===== config.mk =====
export PLATFORM = sky130hd
export DESIGN_NAME = cpu8_alu_with_flags_flat
export DESIGN_NICKNAME = d
export VERILOG_FILES = /design/src/c8alu_pkg.sv /design/src/c8alu_ifs.sv /design/src/c8alu_core.sv /design/src/cpu8_alu_with_flags.sv /design/src/flat_wrapper.sv
export SDC_FILE = /design/constraint.sdc
export NUM_CORES = 1
export LEC_CHECK = 0
export ABC_AREA = 0
export BUFFER_PORTS_ARGS = -buffer_cell sky130_fd_sc_hd__buf_2
export CAP_MARGIN = 20
export CORE_MARGIN = 10
export CORE_UTILIZATION = 30
export DETAILED_ROUTE_END_ITERATION = 6
export GPL_TIMING_DRIVEN = 0
export SLEW_MARGIN = 0
export SYNTH_ARGS = -nofsm -noshare
export SYNTH_HDL_FRONTEND = slang
export SYNTH_SLANG_ARGS = --single-unit

===== constraint.sdc =====
create_clock -name clk -period 7.9 [get_ports clk]
set_input_delay 1.185 -clock clk [delete_from_list [all_inputs] [get_ports clk]]
set_output_delay 1.185 -clock clk [all_outputs]
set_load 0.05 [all_outputs]

===== src/c8alu_pkg.sv =====
package c8alu_pkg;

  typedef enum logic [4:0] {
    FN_ADC = 5'd0,
    FN_SBC = 5'd1,
    FN_AND = 5'd2,
    FN_ORA = 5'd3,
    FN_EOR = 5'd4,
    FN_CMP = 5'd5,
    FN_CPX = 5'd6,
    FN_CPY = 5'd7,
    FN_BIT = 5'd8,
    FN_ASL = 5'd9,
    FN_LSR = 5'd10,
    FN_ROL = 5'd11,
    FN_ROR = 5'd12,
    FN_INC = 5'd13,
    FN_DEC = 5'd14,
    FN_INX = 5'd15,
    FN_INY = 5'd16,
    FN_DEX = 5'd17,
    FN_DEY = 5'd18,
    FN_ANC = 5'd19,
    FN_ALR = 5'd20,
    FN_ARR = 5'd21,
    FN_AXS = 5'd22,
    FN_LOAD = 5'd23,
    FN_SLO = 5'd24,
    FN_RLA = 5'd25,
    FN_SRE = 5'd26,
    FN_RRA = 5'd27,
    FN_DCP = 5'd28,
    FN_ISC = 5'd29,
    FN_LAX = 5'd30
  } alu_func_t;

  // Status byte bit positions.
  localparam int unsigned FLAG_C = 0;
  localparam int unsigned FLAG_Z = 1;
  localparam int unsigned FLAG_V = 6;
  localparam int unsigned FLAG_N = 7;

  typedef struct packed {
    logic [4:0] func;
    logic [7:0] acc_in;
    logic [7:0] xreg_in;
    logic [7:0] yreg_in;
    logic [7:0] operand;
    logic [7:0] status_in;
  } in_item_t;

  typedef struct packed {
    logic [7:0] acc_out;
    logic [7:0] xreg_out;
    logic [7:0] yreg_out;
    logic [7:0] mem_value;
    logic       mem_write;
    logic [7:0] status_out;
  } out_item_t;

endpackage


===== src/c8alu_ifs.sv =====
interface c8alu_in_if import c8alu_pkg::*; ();
  logic     valid;
  logic     ready;
  in_item_t data;

  modport source (output valid, output data, input ready);
  modport sink (input valid, input data, output ready);
endinterface

interface c8alu_out_if import c8alu_pkg::*; ();
  logic      valid;
  logic      ready;
  out_item_t data;

  modport source (output valid, output data, input ready);
  modport sink (input valid, input data, output ready);
endinterface


===== src/c8alu_core.sv =====
module c8alu_core import c8alu_pkg::*; (
  input  in_item_t  item,
  output out_item_t res
);

  typedef struct packed {
    logic [7:0] val;
    logic [7:0] st;
  } alu_res_t;

  function automatic logic [7:0] set_nz(logic [7:0] p, logic [7:0] v);
    logic [7:0] q;
    q = p;
    q[FLAG_Z] = (v == 8'h00);
    q[FLAG_N] = v[7];
    return q;
  endfunction

  function automatic alu_res_t do_adc(logic [7:0] a, logic [7:0] m, logic [7:0] p);
    logic [8:0] sum;
    logic [7:0] ovf;
    alu_res_t   r;
    sum = {1'b0, a} + {1'b0, m} + {8'h00, p[FLAG_C]};
    ovf = (sum[7:0] ^ a) & (sum[7:0] ^ m);
    r.val = sum[7:0];
    r.st = p;
    r.st[FLAG_C] = sum[8];
    r.st[FLAG_V] = ovf[7];
    r.st = set_nz(r.st, sum[7:0]);
    return r;
  endfunction

  // Compare sets C when there is no borrow out of reg - m.
  function automatic logic [7:0] do_cmp(logic [7:0] rg, logic [7:0] m, logic [7:0] p);
    logic [8:0] d;
    logic [7:0] q;
    d = {1'b0, rg} - {1'b0, m};
    q = p;
    q[FLAG_C] = ~d[8];
    return set_nz(q, d[7:0]);
  endfunction

  logic [7:0] a, x, y, m, p, mv, t, ar;
  logic       c, mw;
  alu_res_t   ad;

  always_comb begin
    a  = item.acc_in;
    x  = item.xreg_in;
    y  = item.yreg_in;
    m  = item.operand;
    p  = item.status_in;
    c  = item.status_in[FLAG_C];
    mv = 8'h00;
    mw = 1'b0;
    t  = a & m;
    ar = {c, t[7:1]};
    ad = '0;
    case (item.func)
      FN_ADC: begin
        ad = do_adc(a, m, p);
        a = ad.val;
        p = ad.st;
      end
      FN_SBC: begin
        ad = do_adc(a, ~m, p);
        a = ad.val;
        p = ad.st;
      end
      FN_AND: begin
        a = a & m;
        p = set_nz(p, a);
      end
      FN_ORA: begin
        a = a | m;
        p = set_nz(p, a);
      end
      FN_EOR: begin
        a = a ^ m;
        p = set_nz(p, a);
      end
      FN_CMP: p = do_cmp(a, m, p);
      FN_CPX: p = do_cmp(x, m, p);
      FN_CPY: p = do_cmp(y, m, p);
      FN_BIT: begin
        p[FLAG_Z] = (t == 8'h00);
        p[FLAG_V] = m[6];
        p[FLAG_N] = m[7];
      end
      FN_ASL, FN_SLO: begin
        mv = {m[6:0], 1'b0};
        mw = 1'b1;
        p[FLAG_C] = m[7];
        p = set_nz(p, mv);
        if (item.func == FN_SLO) begin
          a = a | mv;
          p = set_nz(p, a);
        end
      end
      FN_LSR, FN_SRE: begin
        mv = {1'b0, m[7:1]};
        mw = 1'b1;
        p[FLAG_C] = m[0];
        p = set_nz(p, mv);
        if (item.func == FN_SRE) begin
          a = a ^ mv;
          p = set_nz(p, a);
        end
      end
      FN_ROL, FN_RLA: begin
        mv = {m[6:0], c};
        mw = 1'b1;
        p[FLAG_C] = m[7];
        p = set_nz(p, mv);
        if (item.func == FN_RLA) begin
          a = a & mv;
          p = set_nz(p, a);
        end
      end
      FN_ROR, FN_RRA: begin
        mv = {c, m[7:1]};
        mw = 1'b1;
        p[FLAG_C] = m[0];
        p = set_nz(p, mv);
        // The add takes the carry that the rotate shifted out.
        if (item.func == FN_RRA) begin
          ad = do_adc(a, mv, p);
          a = ad.val;
          p = ad.st;
        end
      end
      FN_INC, FN_ISC: begin
        mv = m + 8'd1;
        mw = 1'b1;
        p = set_nz(p, mv);
        if (item.func == FN_ISC) begin
          ad = do_adc(a, ~mv, p);
          a = ad.val;
          p = ad.st;
        end
      end
      FN_DEC, FN_DCP: begin
        mv = m - 8'd1;
        mw = 1'b1;
        p = set_nz(p, mv);
        if (item.func == FN_DCP) begin
          p = do_cmp(a, mv, p);
        end
      end
      FN_INX: begin
        x = x + 8'd1;
        p = set_nz(p, x);
      end
      FN_INY: begin
        y = y + 8'd1;
        p = set_nz(p, y);
      end
      FN_DEX: begin
        x = x - 8'd1;
        p = set_nz(p, x);
      end
      FN_DEY: begin
        y = y - 8'd1;
        p = set_nz(p, y);
      end
      FN_ANC: begin
        a = t;
        p = set_nz(p, a);
        p[FLAG_C] = t[7];
      end
      FN_ALR: begin
        a = {1'b0, t[7:1]};
        p[FLAG_C] = t[0];
        p = set_nz(p, a);
      end
      FN_ARR: begin
        a = ar;
        p = set_nz(p, ar);
        p[FLAG_C] = ar[6];
        p[FLAG_V] = ar[6] ^ ar[5];
      end
      FN_AXS: begin
        p = do_cmp(a & x, m, p);
        x = (a & x) - m;
      end
      FN_LOAD: begin
        a = m;
        p = set_nz(p, m);
      end
      FN_LAX: begin
        a = m;
        x = m;
        p = set_nz(p, m);
      end
      default: begin
        // The spare code leaves everything as it came in.
        mw = 1'b0;
      end
    endcase

    res.acc_out    = a;
    res.xreg_out   = x;
    res.yreg_out   = y;
    res.mem_value  = mv;
    res.mem_write  = mw;
    res.status_out = p;
  end

endmodule


===== src/cpu8_alu_with_flags.sv =====
// 8-bit processor ALU with status flags, binary arithmetic only (D is carried
// through untouched). Each transfer on the input channel brings an operation
// code, A, X, Y, the operand byte and the status byte; one result leaves on
// the output channel with the new A, X, Y, the write-back byte with its
// strobe, and the new status. The block takes one item every clock cycle while
// the output is not stalled. Each item is held in the input register, then the
// ALU logic feeds the result register. A stalled output holds the result
// register, and the input register still takes a new item while it is empty.
module cpu8_alu_with_flags import c8alu_pkg::*; (
  input  logic               clk,
  input  logic               rst_n,
  c8alu_in_if.sink           in_ch,
  c8alu_out_if.source        out_ch
);

  in_item_t  s1_r;
  logic      s1_vld_r, s1_vld_nxt;
  out_item_t out_r;
  logic      out_vld_r, out_vld_nxt;
  out_item_t alu_res;
  logic      s1_take, s2_take;

  c8alu_core u_core (
    .item (s1_r),
    .res  (alu_res)
  );

  assign s2_take = s1_vld_r && (!out_vld_r || out_ch.ready);
  assign s1_take = in_ch.valid && in_ch.ready;
  assign in_ch.ready = !s1_vld_r || s2_take;

  always_comb begin
    s1_vld_nxt = s1_vld_r;
    if (s1_take) begin
      s1_vld_nxt = 1'b1;
    end else if (s2_take) begin
      s1_vld_nxt = 1'b0;
    end
    out_vld_nxt = out_vld_r;
    if (s2_take) begin
      out_vld_nxt = 1'b1;
    end else if (out_ch.ready) begin
      out_vld_nxt = 1'b0;
    end
  end

  always_ff @(posedge clk) begin
    if (!rst_n) begin
      s1_vld_r  <= 1'b0;
      out_vld_r <= 1'b0;
    end else begin
      s1_vld_r  <= s1_vld_nxt;
      out_vld_r <= out_vld_nxt;
    end
  end

  always_ff @(posedge clk) begin
    if (s1_take) begin
      s1_r <= in_ch.data;
    end
    if (s2_take) begin
      out_r <= alu_res;
    end
  end

  assign out_ch.valid = out_vld_r;
  assign out_ch.data  = out_r;

endmodule


===== src/flat_wrapper.sv =====
// flat-port wrapper written by rule: the top's interface ports become plain ports
module cpu8_alu_with_flags_flat import c8alu_pkg::*;
  (clk, rst_n, in_ch_valid, in_ch_data, in_ch_ready, out_ch_valid, out_ch_data, out_ch_ready);
  c8alu_in_if in_ch_i ();
  c8alu_out_if out_ch_i ();
  input  logic clk;
  input  logic rst_n;
  input wire logic [$bits(in_ch_i.valid)-1:0] in_ch_valid;
  input wire logic [$bits(in_ch_i.data)-1:0] in_ch_data;
  output wire logic [$bits(in_ch_i.ready)-1:0] in_ch_ready;
  output wire logic [$bits(out_ch_i.valid)-1:0] out_ch_valid;
  output wire logic [$bits(out_ch_i.data)-1:0] out_ch_data;
  input wire logic [$bits(out_ch_i.ready)-1:0] out_ch_ready;
  assign in_ch_i.valid = in_ch_valid;
  assign in_ch_i.data = in_ch_data;
  assign in_ch_ready = in_ch_i.ready;
  assign out_ch_valid = out_ch_i.valid;
  assign out_ch_data = out_ch_i.data;
  assign out_ch_i.ready = out_ch_ready;
  cpu8_alu_with_flags u_core (.clk(clk), .rst_n(rst_n), .in_ch(in_ch_i), .out_ch(out_ch_i));
endmodule

======== Yosys cells after proc, flatten, opt, wreduce, memory -nomap -nowiden ========
Cells that the tools add are included.
storage, ports and cells
  memories kept ........................... 0
  ROM bits ................................ 0
  output and inout bits ................... 43
  register bits after elaboration ......... 88
  logic and storage cells ................. 163
  latch bits .............................. 0
  bits in writable memories ............... 0
operators by class
  multiplexer cells ....................... 24
  reduce and logical (&&, ||, !) cells .... 48
  shift-type cells ........................ 0
  eq/ne operators ......................... 30
  multipliers ............................. 0
  bitwise logic cells ..................... 27
  add/sub/neg operators ................... 20
  divide/modulo/power cells ............... 0
  $lt $le $gt $ge ......................... 0
operators by type and width
  operator               number
  $logic_not A8 Y1       25
  $pmux W8 S13           1
  $mux W8                11
  $eq A5 B5 Y1 const B   15
  $xor A8 B8 Y8          9
  $and A8 B8 Y8          7
  $pmux W8 S6            1
  $pmux W2 S23           1
  $sub A8 B8 Y9          5
  $eq A5 B4 Y1 const B   8
  $add A8 B8 Y9          4
  $add A9 B1 Y9          4
  $pmux W8 S4            1
  $add A8 B1 Y8 const B  3
  $pmux W4 S6            1
  $sub A8 B1 Y8 const B  3
  $pmux W1 S22           1
  $logic_not A7 Y1       3
  $eq A5 B3 Y1 const B   4
  $reduce_or A2 Y1       9
  $not A8 Y8             2
  $or A8 B8 Y8           2
  $pmux W8 S2            1
  $pmux W1 S14           1
  other kinds (14)       27

======== Longest topological paths before layout ========
  depth in word-level cells ............... 8
  depth in mapped cells ................... 14
  depth with buffers taken out ............ 13

======== Modules after synthesis ========
A second synthesis with hierarchy kept.
second synthesis, totals
  cell total of the unflattened synthesis .. 1,156
  area total of the unflattened synthesis .. 9,798.1 µm²
by module, submodules not included
  module               sequential area each (µm²)  times used  cells an instance  area an instance (µm²)
  c8alu_core           0.0                         1           1,061              7,111.8
  cpu8_alu_with_flags  2,622.5                     1           95                 2,686.3

======== Worst setup path before layout ========
No wires, ideal clock.
  path type ............................... reg-to-reg
  start ................................... reg u_core.s1_r[9] (netlist bit)
  end ..................................... reg u_core.out_r, in the netlist u_core.out_ch.data[0] (data pin)
  cell stages (with the launch flop) ...... 14
  path slack .............................. 3.868 ns
  data required time ...................... 7.641 ns
  clock period less this slack ............ 4.032 ns
  library setup time ...................... 0.259 ns
  arrival ................................. 3.773 ns
  cell sequence ........................... edfxtp_1 -> clkbuf_1 -> inv_1 -> ha_1 -> xor2_1 -> inv_1 -> ha_1 -> nor2b_1 -> o31a_1 -> maj3_2 -> maj3_2 -> maj3_2 -> a21o_1 -> a211o_1
RTL lines
  item                    line                       source
  start, declared         cpu8_alu_with_flags.sv:16  in_item_t s1_r;
  start signal, assigned  cpu8_alu_with_flags.sv:59  s1_r <= in_ch.data;
  end signal, assigned    cpu8_alu_with_flags.sv:62  out_r <= alu_res;
  end, declared           cpu8_alu_with_flags.sv:18  out_item_t out_r;

==> run summary <==
The run finished with clean final reports. The synthesized netlist devotes 22.0% of its cell area to simple gates. The share of total power dissipated in sequential elements is 36.2%.

The power density of the placed cells was 151 nW/um^2. The number of buffers inserted by post-CTS setup repair came out at 0. The number of buffers inserted by hold repair at cts was 0; the number of core rows was 64.

In this run, post-CTS repair resized a total of 0 instances. For this run, design rule violations remaining after detail routing come to 0. By area, the combinational part of the netlist is dominated by compound AO/OA/AOI/OAI gates. Area taken by flip-flops and latches: 2620 sq um.

Setup violations remaining at the end of the flow were counted as 0. The worst setup path is launched from a register. CTS saw 88 sinks.

In this run the power spent charging and discharging nets is 0.000627 W. In this run switching power makes up 39.3% of total power. The shortest period the worst path allows works out to 5.64 ns. The proportion of synthesized area in mux cells is 1.43%, and the Yosys warning count is 0. The clock network is responsible for 27.4% of the overall power.

IR analysis of the VDD net gives a maximum drop of 0.119 mV. Walking the worst path, the cells encountered are clkbuf_1 -> inv_1 -> ha_1 -> inv_1 -> ha_1 -> nor2b_1 -> or3_1 -> a41o_1 -> o211ai_1 -> and4_1 -> nand2_1 -> a21oi_1 -> a31oi_1. Dividing the detail-routed via count by the number of cells gives 5.92. During I/O placement, the number of pins put on the boundary was 92. The worst setup path is of the register to register kind. Across all layers, the routed design uses 9460 vias.

Of all flip-flops after synthesis, the portion carrying an async set or reset was 0%. Combinational logic is responsible for 36.3% of the overall power. Setup repair after global routing left no endpoint under its margin. The achievable clock frequency is 177 MHz, and the net count after synthesis is 1231. The logs give 2 for the maximum buffer depth of the clock tree and 0 ns for the total negative slack.

Die boundary width: 196 um. In the synthesized netlist, the number of instances is 1093. Clock latency on the worst-skew pair, taken at its later pin, is 0.37 ns. The data arrival time of the critical path is 5.71 ns.

After global routing the overflow that remains totals 0. In the finished design, the share of the clock period the worst path needs comes to 71.4%. The area growth from synthesis to layout came out at 14.0%.

For this configuration, the core starts out at a cell density of 30.4%. At the end of the flow, the number of nets in the layout was 1335. In this run the static leakage power is 3.88 nW. The placed cell count came out at 1582. Headroom to the max-slew limit came out at 28.8%.

The post-synthesis cell type count came out at 78. The slew at the pin closest to its max-slew limit is 1.07 ns. The tools report the number of slew-limit violations in the final report as 0. The clock tree synthesis step divided the H-tree into 3 levels. The repair_antennas step left the layout with diodes totalling 0. After the first detailed-routing iteration, the DRC count stood at 1121.

Number of inserted filler cells in the final layout: 3213. For this run, the detailed router's first-pass iteration total came to 6. Summing the areas of all compound-gate instances in the mapped netlist gives 23.5% of the synthesized area. Number of antenna violations at the first check in global routing: 1. The run gives 1598 as the non-filler instance count after layout.

The placed wire-length estimate is 30.1 mm, and the peak per-stage delay on the critical path is 0.99 ns. In the synthesized netlist the dominant register cell turns out to be sky130_fd_sc_hd__edfxtp_1. Number of max-capacitance violations reported: 0.

Port buffering added 91 buffers. The run gives 0.0114 ns as the worst-case clock skew. At the worst endpoint, the required time is 7.96 ns. Buffers inserted during clock tree synthesis total 9.

The class of the most critical hold timing path was register to register. The routed wire length is 38.9 mm. Counting flops and latches in the post-synthesis netlist gives 88. The internal power of the cells totals 0.000967 W.

Global routing used 19.6% of the available tracks. The number of cell instances on the worst register-to-register path is 13. The final weighted congestion of routability-driven global placement was 1.02. The root buffer cell chosen for the clock tree is sky130_fd_sc_hd__clkbuf_16. The placeable core area was 30600 sq um; the number of stages on the worst hold path was 0. Each instance of the synthesized netlist takes up on average 8.50 sq um. The count of flip-flops with a built-in enable after synthesis works out to 86. TritonCTS built the clock tree. The area of the die is 38400 sq um, and the count of antenna-violating nets left after detailed routing is 0. The number of endpoints with negative hold slack in the final report was 0. The post-CTS clock slew at the launch and capture registers of the worst setup and hold paths is 0.07 ns.

The tools report the maximum number of pins on one net before global-route repair as 33. The xor/xnor share of the synthesized area was 6.79%. The adder-cell share of the synthesized area came out at 13.4%. The mean routed wirelength per cell is 24.4 um, and the sequential-to-total area share from yosys stat is 28.2%. The master of the slowest instance on the critical path is sky130_fd_sc_hd__edfxtp_1.

Total standard cell area after synthesis: 9290 sq um. The worst setup path is captured at a register. The post-route netlist has 11.7% of its cells at a drive strength greater than 1. In this run the vertical extent of the chip is 196 um.

For the area of combinational cells with multiple inputs, the log shows 6250 sq um. Number of global-route vias before repair: 9146. The core utilization of the finished layout is 34.6%, and the largest fanout on the critical path is 11. Wire length of the first global-routing pass: 58.3 mm.
==> worst max-delay path: cells and delay by family (launching register included) <==
family	cells	cell delay, ns
AOI/OAI and AO/OA	4	1.22
adders and majority gates	2	0.92
buffers and inverters	3	1.36
DFF	1	0.99
and+or+nand+nor	4	0.82
==> cell usage in the layout, fill, tap and decap left out, types with 7 or more instances in the layout <==
cell type and count:
sky130_fd_sc_hd__a31oi_1 11, sky130_fd_sc_hd__ha_1 77, sky130_fd_sc_hd__a221oi_1 19, sky130_fd_sc_hd__fa_1 12
sky130_fd_sc_hd__nor3_1 39, sky130_fd_sc_hd__edfxtp_1 86, sky130_fd_sc_hd__clkbuf_16 9, sky130_fd_sc_hd__nor2_1 100
sky130_fd_sc_hd__and3_1 7, sky130_fd_sc_hd__nor2b_1 22, sky130_fd_sc_hd__o211ai_1 14, sky130_fd_sc_hd__a22oi_1 10
sky130_fd_sc_hd__nor4_1 12, sky130_fd_sc_hd__mux2i_1 11, sky130_fd_sc_hd__nand2b_1 19, sky130_fd_sc_hd__nand3_1 36
sky130_fd_sc_hd__inv_1 47, sky130_fd_sc_hd__o22ai_1 14, sky130_fd_sc_hd__and2_1 8, sky130_fd_sc_hd__nand4_1 20
sky130_fd_sc_hd__xor2_1 26, sky130_fd_sc_hd__a222oi_1 7, sky130_fd_sc_hd__a21oi_1 59, sky130_fd_sc_hd__or2_2 11
sky130_fd_sc_hd__a211oi_1 19, sky130_fd_sc_hd__o21ai_0 71, sky130_fd_sc_hd__o21a_1 18, sky130_fd_sc_hd__clkbuf_1 53
sky130_fd_sc_hd__buf_2 92, sky130_fd_sc_hd__or3_1 8, sky130_fd_sc_hd__xnor2_1 46, sky130_fd_sc_hd__nand2_1 79
==> power by group through the flow <==
stage | clock network, W | registers [W] | logic [W]
2_1_floorplan | 0 | 0.000619 | 0.000356
3_3_place_gp | 0 | 0.000589 | 0.000559
3_5_place_dp | 0 | 0.000587 | 0.000565
4_1_cts | 0.000456 | 0.000577 | 0.000568
5_1_grt | 0.000471 | 0.000581 | 0.000626
6_report | 0.000438 | 0.000578 | 0.000580
==> cell type report <==
class | count | share of cell area [%]
plain buffers | 61 | 2.32
clock buffers | 9 | 2.13
clock inverters | 7 | 0.697
inverters | 48 | 1.70
multi-input cells | 896 | 59.0
flip-flops and latches | 88 | 24.8
well taps | 396 | 4.68
repair buffers | 93 | 4.68
==> cell families (layout without fill, tap and decap cells) <==
logic type,after synthesis,in the layout
XOR/XNOR,72,72
flip-flops,88,88
adder cells (fa/ha/maj),93,93
AO/OA/AOI/OAI,320,320
AND/OR/NAND/NOR,398,398
buffers and inverters,109,218
multiplexers,13,13
==> flip-flops by register name (all words and copies together) (netlist names) <==
name / flops
u_core.out_ch.valid: 1
u_core.s1_vld_r: 1
u_core.out_ch.data: 41
u_core.s1_r: 45
==> cells in the mapped netlist, types with 23 or more instances <==
master                     instances  area [sq um]
sky130_fd_sc_hd__nor3_1           39           195
sky130_fd_sc_hd__xnor2_1          46           403
sky130_fd_sc_hd__o21ai_0          71           355
sky130_fd_sc_hd__edfxtp_1         86          2580
sky130_fd_sc_hd__xor2_1           26           228
sky130_fd_sc_hd__nor2_1          100           375
sky130_fd_sc_hd__clkbuf_1         53           199
sky130_fd_sc_hd__ha_1             77           963
sky130_fd_sc_hd__inv_1            47           176
sky130_fd_sc_hd__nand3_1          36           180
sky130_fd_sc_hd__a21oi_1          59           295
sky130_fd_sc_hd__nand2_1          79           297
sky130_fd_sc_hd__nor2b_1          23           144
==> worst paths after layout <==
path	from	end	slack (ns)
setup / recovery	u_core.s1_r[9]	u_core.out_ch.data[7]	2.26
hold / removal	u_core.s1_r[2]	u_core.out_ch.data[2]	0.42
setup reg to reg	u_core.s1_r[9]	u_core.out_ch.data[7]	2.26
hold reg to reg	u_core.s1_r[2]	u_core.out_ch.data[2]	0.42
==> routing by layer <==
layer / global-route usage (%) / vias to the layer above / wire length [um]
li1: - / 4335 / -
met1: 26.2 / 4522 / 17000
met2: 29.6 / 503 / 16900
met3: 4.64 / 98 / 3590
met4: 7.69 / 2 / 1470
met5: 0 / - / 20
==> per-stage QoR <==
step	setup slack, ns	hold slack [ns]	total power [W]	cell area [sq um]
after floorplan	3.87	0.400	0.000975	9290
after detailed placement	2.46	0.406	0.00115	10300
after CTS	2.41	0.425	0.00160	10600
final	2.26	0.423	0.00159	10600
after global routing	2.02	0.429	0.00168	10600
after global placement	2.42	0.402	0.00115	10200
No activity file was read; power rests on OpenSTA's default activity.
